--- src/hdl/srd_fifo.sv ---
// srd_fifo: small register queue between the front and back ends.
// Holds feed-forward sums so either side can stall on its own.
// No dependencies.
module srd_fifo #(
	parameter int WIDTH = 58,
	parameter int DEPTH = 4
) (
	input  logic             clk,
	input  logic             arst_n,
	input  logic             push_valid,
	output logic             push_ready,
	input  logic [WIDTH-1:0] push_data,
	output logic             pop_valid,
	input  logic             pop_ready,
	output logic [WIDTH-1:0] pop_data
);

	localparam int PTR_W = (DEPTH > 1) ? $clog2(DEPTH) : 1;
	localparam int CNT_W = $clog2(DEPTH + 1);

	logic [WIDTH-1:0] mem_q [DEPTH];
	logic [PTR_W-1:0] wr_ptr_q, rd_ptr_q;
	logic [CNT_W-1:0] count_q;
	logic             push, pop;

	assign push_ready = count_q != CNT_W'(DEPTH);
	assign pop_valid  = count_q != '0;
	assign push       = push_valid && push_ready;
	assign pop        = pop_valid && pop_ready;
	assign pop_data   = mem_q[rd_ptr_q];

	always_ff @(posedge clk) begin
		if (push)
			mem_q[wr_ptr_q] <= push_data;
	end

	always_ff @(posedge clk or negedge arst_n) begin
		if (!arst_n) begin
			wr_ptr_q <= '0;
			rd_ptr_q <= '0;
			count_q  <= '0;
		end else begin
			if (push)
				wr_ptr_q <= (wr_ptr_q == PTR_W'(DEPTH - 1)) ? '0 : wr_ptr_q + 1'b1;
			if (pop)
				rd_ptr_q <= (rd_ptr_q == PTR_W'(DEPTH - 1)) ? '0 : rd_ptr_q + 1'b1;
			if (push && !pop)
				count_q <= count_q + 1'b1;
			else if (pop && !push)
				count_q <= count_q - 1'b1;
		end
	end

	a_count_bound: assert property (@(posedge clk) disable iff (!arst_n)
		count_q <= CNT_W'(DEPTH))
		else $error("queue count beyond depth");

	a_count_up: assert property (@(posedge clk) disable iff (!arst_n)
		push && !pop |=> count_q == $past(count_q) + 1'b1)
		else $error("queue count missed a push");

	a_count_down: assert property (@(posedge clk) disable iff (!arst_n)
		pop && !push |=> count_q == $past(count_q) - 1'b1)
		else $error("queue count missed a pop");

	a_empty_ptrs: assert property (@(posedge clk) disable iff (!arst_n)
		count_q == '0 |-> wr_ptr_q == rd_ptr_q)
		else $error("empty queue with pointers apart");

endmodule

--- config.mk ---
export PLATFORM = sky130hd
export DESIGN_NAME = srd_fifo
export DESIGN_NICKNAME = d
export VERILOG_FILES = /design/src/hdl/srd_fifo.sv
export SDC_FILE = /design/constraint.sdc
export NUM_CORES = 1
export LEC_CHECK = 0
export BUFFER_PORTS_ARGS = -buffer_cell sky130_fd_sc_hd__buf_2
export CORE_UTILIZATION = 51
export CTS_CLUSTER_SIZE = 16
export DETAILED_ROUTE_END_ITERATION = 10
export PLACE_DENSITY_LB_ADDON = 0.25
export RECOVER_POWER = 50
export SLEW_MARGIN = 20
export SYNTH_ARGS = -nofsm -noshare
export SYNTH_HDL_FRONTEND = slang
export SYNTH_SLANG_ARGS = --single-unit
--- constraint.sdc ---
create_clock -name clk -period 1.9 [get_ports clk]
set_input_delay 0.38 -clock clk [delete_from_list [all_inputs] [get_ports clk]]
set_output_delay 0.38 -clock clk [all_outputs]
set_load 0.01 [all_outputs]
==> impl_metrics.toml, run 1 <==
[sta]
timing.hold.ws_ns = 0.129
slew_violations = 0
setup_viol = 61
rsz0062_at_grt = "yes"
worst_pin_slew_ns = 0.417
hold_viol_final = 0
max_slew_margin = 0.722
max_freq_ghz = 0.433
skew_ns = 0.00622
period_needed_ns = 2.31
fin_crit_sh = 1.21
setup_slack_ns = -0.408

[final_layout]
drive_gt1_frac = 0.389
areaGrowthSynthToFinish_pct = 26.3
fin_cells = 747
utilization = 0.664
post-route-cell-area_sq_um = 11100
num_antenna_cells = 0
fin_nets = 578

[setup_path]
crit_fanout = 6
critPathRequiredTime_ns = 1.52
rr_startpoint = "count_q[1]$_DFFE_PN0P_"
arrival_ns = 1.93
path_class = "flop to primary output"
cp_slowest_cell = "mux4_2"
slowest_delay_ns = 0.51
r2r-end = "count_q[1]$_DFFE_PN0P_"
crit_path_end_kind = "primary output"
worst_setup_path_start_kind = "flop"
r2r_cells = 6
r2r_slack_ns = -0.11
path_cells = "buf_12 -> clkbuf_16 -> mux4_2 -> buf_6"

[yosys]
syn-num-nets = 409
yosys.area.top_type = "edfxtp_1"
synth.cell_area_sq_um = 8780
async_flop_share = 0.0293
synth_area_leaders = "edfxtp_1, mux4_2, dfrtp_1, ha_1, buf_2"
yosysWarnings = 0
syn_area_per_cell_sq_um = 25.8
synth_edf_count = 232
yosysSeqAreaShare = 0.813
synth_most_common_cell = "edfxtp_1"
synth_common_cells = "edfxtp_1, mux4_2, buf_2"
syn_inst = 340
synth_top_flop_cell = "edfxtp_1"
synth.distinct_cells = 19
synth_top_area_frac = 0.793
ys_seq_elements = 239

[grt]
grt_usage = 0.180
overflow = 0
grt_pass1_wl_mm = 23.8
grt_antenna_before_repair = 0
first_global_vias = 4334
grt_start_max_net_pins = 46

[routing]
num_vias = 4065
wl_mm = 15.9
via_per_inst = 5.44
first_pass_iters = 4
drtIter0Drc = 207
drcViolationCount = 0
wire_per_inst_um = 21.3
drtAntennaViolNets = 0

[job]
cap_violations = 0

[clocking]
clkTransAtPathRegs_ns = 0.06
h-tree-depth = 1
cts_tree = "yes"
clock_sinks = 239
clockBufferDepth = 3
cts-buffers-inserted = 24
worstSkewPairLatency_ns = 0.50
root_buffer = "clkbuf_16"

[power]
irDropWorstVdd_mv = 0.980
p_sw_uw = 4990
power_density_nw_per_um2 = 1630
switching_share = 0.276
p_comb_frac = 0.362
internal-power_uw = 13100
seq_power_share = 0.401
p_leak_uw = 0.00374
pwr-share-clk = 0.236

[die]
dieArea_sq_um = 17800
dieWidth_um = 133
core.rowCount = 47
ios = 122
die_h_um = 133
start_util = 0.526
coreArea_sq_um = 16700

[place]
dp.cells = 687
globalplace.congestion = 0.704
port_buffers = 121
hpwl_mm = 9.24
place_area_sq_um = 9910

[hold_path]
hold_depth = 1
holdPathEnd = "mem_q[0][23]$_DFFE_PP_"
min_path_type = "input pin to flop"
min_from = "push_data[23]"

[outcome]
outcome = "finished, violations left"
violations = "setup timing"
## cell usage in the layout (no fill, tap or decap), drive strengths merged
master / count
edfxtp: 232
clkbuf: 98
buf: 92
mux4: 58
clkinv: 10
dfrtp: 7
ha: 6
mux2: 5
and3: 4
nor2: 3
inv: 3
xor2: 2
or3b: 1
and2: 1
or3: 1
nand2: 1
xnor2: 1
fa: 1
dlygate4sd3: 1
## logic make-up after synthesis
kind of cell / after synthesis / share of synthesized area
mux: 63 / 0.156
simple gates: 11 / 0.00826
fa+ha+maj: 7 / 0.0108
flops: 239 / 0.813
buf+inv: 17 / 0.00883
xor+xnor: 3 / 0.00299
## worst max-delay path by stage
| stage | from | endpoint | slack [ns] | depth (start not counted) |
|---|---|---|---|---|
| CTS | rd_ptr_q[0]$_DFFE_PN0P_ | pop_data[12] | -0.42 | 3 |
| global route | rd_ptr_q[0]$_DFFE_PN0P_ | pop_data[45] | -0.46 | 4 |
| finish | rd_ptr_q[0]$_DFFE_PN0P_ | pop_data[11] | -0.41 | 4 |
| detailed placement | count_q[1]$_DFFE_PN0P_ | count_q[2]$_DFFE_PN0P_ | -0.08 | 8 |
| floorplan | count_q[0]$_DFFE_PN0P_ | count_q[1]$_DFFE_PN0P_ | -0.08 | 6 |
| global placement | count_q[1]$_DFFE_PN0P_ | count_q[2]$_DFFE_PN0P_ | 0.02 | 8 |
## through the flow
stage | total power, uW | setup slack [ns] | setup TNS [ns]
floorplan | 10500 | -0.0833 | -0.128
global route | 18900 | -0.462 | -25.41
CTS | 17300 | -0.421 | -22.55
finish | 18000 | -0.408 | -22.13
detailed placement | 12600 | -0.0755 | -0.142
global placement | 12500 | 0.0169 | 0
## power groups by stage
stage / sequential, uW / clock [uW] / combinational, uW
detailed placement: 7370 / 0 / 5250
CTS: 7260 / 4360 / 5660
global placement: 7280 / 0 / 5190
global route: 7330 / 4570 / 6980
finish: 7240 / 4260 / 6540
floorplan: 7260 / 0 / 3210
## worst max-delay path, delay by kind of cell, from the launching register on
family / cells / cell delay (ns)
mux: 1 / 0.51
buf+inv: 3 / 0.46
flops: 1 / 0.45
## registers in the layout, indices dropped and copies added, names as in the netlist
register and flops:
mem_q 232, count_q 3, rd_ptr_q 2, wr_ptr_q 2
## per-layer routing
metal | GRT usage | vias to the layer above | routed length, um
met2 | 0.310 | 123 | 8140
met5 | 0 | - | 0
met3 | 0.0483 | 22 | 1090
li1 | - | 1796 | -
met1 | 0.227 | 2124 | 6410
met4 | 0.0461 | 0 | 246
## repair_timing
item                       in CTS  in global routing
resized for setup              22                 35
hold buffers                    1                  0
setup endpoints to repair      61                163
gates cloned                    0                  7
hold endpoints to repair        7                  0
buffers inserted                2                  6
pin swaps                       6                  4
## layout make-up
class	instances	area, sq um
inverters	3	11.3
multi-input cells	84	1600
well taps	220	275
fillers	1118	5610
flip-flops and latches	239	7150
repair buffers	157	1340
clock buffers	34	679
clock inverters	10	43.8
Note: power is estimated with default switching activity, not from simulation.
==> run 2: changes to the inputs <==
--- a/config.mk
+++ b/config.mk
@@ -11,6 +11,7 @@
 export DETAILED_ROUTE_END_ITERATION = 10
 export PLACE_DENSITY_LB_ADDON = 0.25
 export RECOVER_POWER = 50
+export SETUP_SLACK_MARGIN = 0.3
 export SLEW_MARGIN = 20
 export SYNTH_ARGS = -nofsm -noshare
 export SYNTH_HDL_FRONTEND = slang
==> impl_metrics.toml, run 2 (same netlist as run 1, synthesis figures left out) <==
[place]
hpwl_mm = 8.87
globalplace.congestion = 0.677
dp.cells = 688
port_buffers = 121
place_area_sq_um = 9900
post-place-ws_ns = -0.0774

[setup_path]
r2r_slack_ns = -0.06
r2r-end = "count_q[1]$_DFFE_PN0P_"
cp-startpoint = "rd_ptr_q[0]$_DFFE_PN0P_"
path_class = "flop to primary output"
crit_path_end = "pop_data[0]"
crit_path_end_kind = "primary output"
r2r_cells = 6
arrival_ns = 1.91
critPathRequiredTime_ns = 1.52
crit_fanout = 21
rr_startpoint = "count_q[1]$_DFFE_PN0P_"
worst_setup_path_start_kind = "flop"

[clocking]
cts-buffers-inserted = 24
clock_sinks = 239
worstSkewPairLatency_ns = 0.50
cts_tree = "yes"
clkTransAtPathRegs_ns = 0.06
clockBufferDepth = 3
root_buffer = "clkbuf_16"
h-tree-depth = 1

[final_layout]
final_cell_mix = "edfxtp_1, clkbuf_1, mux4_2"
drive_gt1_frac = 0.441
regMostFlops = "mem_q"
largest_reg_flops = 232
fin_nets = 623
num_antenna_cells = 0
reg.largest.list = "mem_q x232, count_q x3"
final_common_cell = "edfxtp_1"
fin_cells = 792
areaGrowthSynthToFinish_pct = 38.1
post-route-cell-area_sq_um = 12100

[power]
p_leak_uw = 0.00419
irDropWorstVdd_mv = 0.993
p_total_uw = 19800
power_density_nw_per_um2 = 1640

[sta]
period_needed_ns = 2.29
max_slew_margin = 0.796
setup_slack_ns = -0.392
setup_viol = 60
worst_pin_slew_ns = 0.308
skew_ns = 0.00825
hold_viol_final = 0
max_freq_ghz = 0.436
fin_crit_sh = 1.21
slew_violations = 0
rsz0062_at_grt = "yes"
timing.hold.ws_ns = 0.134

[routing]
drcViolationCount = 0
drtAntennaViolNets = 0
wire_per_inst_um = 23.3
first_pass_iters = 4
via_per_inst = 5.51
num_vias = 4361
wl_mm = 18.5
drtIter0Drc = 246

[outcome]
violations = "setup timing"
outcome = "finished, violations left"

[die]
coreArea_sq_um = 16700
die_h_um = 133
dieArea_sq_um = 17800
ios = 122
dieWidth_um = 133
start_util = 0.526
core.rowCount = 47

[hold_path]
hold_depth = 1
min_path_type = "input pin to flop"

[grt]
grt_usage = 0.215
grt_start_max_net_pins = 32
first_global_vias = 4713
grt_antenna_before_repair = 0
grt_pass1_wl_mm = 27.8
overflow = 0

[job]
cap_violations = 0
[run 2: changes by cell type in the layout (fill, tap and decap cells not counted), moves of 2 or more]
cell | previous run | this run
and3_2 | 2 | 0
bufinv_16 | 0 | 4
clkinv_2 | 5 | 2
buf_16 | 1 | 27
clkbuf_16 | 30 | 26
clkbuf_1 | 66 | 64
and3_4 | 2 | 4
buf_6 | 42 | 48
clkbuf_8 | 2 | 0
buf_4 | 12 | 16
buf_12 | 13 | 23
buf_2 | 23 | 27
[run 2: worst min path at each step]
stage | start | end | slack, ns
after floorplan | arst_n | count_q[0]$_DFFE_PN0P_ | 0.08
after global placement | arst_n | count_q[0]$_DFFE_PN0P_ | 0.23
after detailed placement | arst_n | rd_ptr_q[0]$_DFFE_PN0P_ | 0.23
after CTS | push_data[11] | mem_q[0][11]$_DFFE_PP_ | 0.08
after global routing | push_data[35] | mem_q[2][35]$_DFFE_PP_ | 0.12
final | push_data[35] | mem_q[3][35]$_DFFE_PP_ | 0.13
[run 2: timing repair]
action	4_1_cts	5_1_grt
pin swaps	10	3
gates resized for setup	78	16
buffers inserted	26	5
hold buffers	1	0
endpoints found under the setup margin	294	294
hold endpoints to repair	7	0
gates cloned	27	1
[run 2: through the flow]
step           setup TNS (ns)  utilization
2_1_floorplan          -0.128            -
3_3_place_gp                0        0.593
3_5_place_dp           -0.107        0.593
4_1_cts                -22.45        0.719
5_1_grt                -25.07        0.726
6_report               -20.65        0.726
[run 2: cell type report]
type,count,area [sq um]
clock inverter,12,158
tap,220,275
timing repair buffer,202,2280
inverter,3,11.3
clock buffer,32,652
multi-input combinational,84,1610
sequential,239,7150
fill,995,4570
[run 2: report_power, final]
group	switching, uW	total, uW	internal (uW)
registers	306	7280	6970
clock network	1820	4770	2950
logic	3270	7790	4520
[run 2: layer usage]
layer / GRT usage / wire, um / vias to the layer above
met5: 0 / 0 / -
met4: 0.0436 / 343 / 0
met3: 0.0487 / 1230 / 28
met2: 0.372 / 9590 / 148
met1: 0.283 / 7330 / 2281
li1: - / - / 1904
[run 2: critical path, stage by stage, from the launching register on]
cell and delay [ns]:
dfrtp_4 0.49, buf_12 0.21, mux4_2 0.52, buf_2 0.17
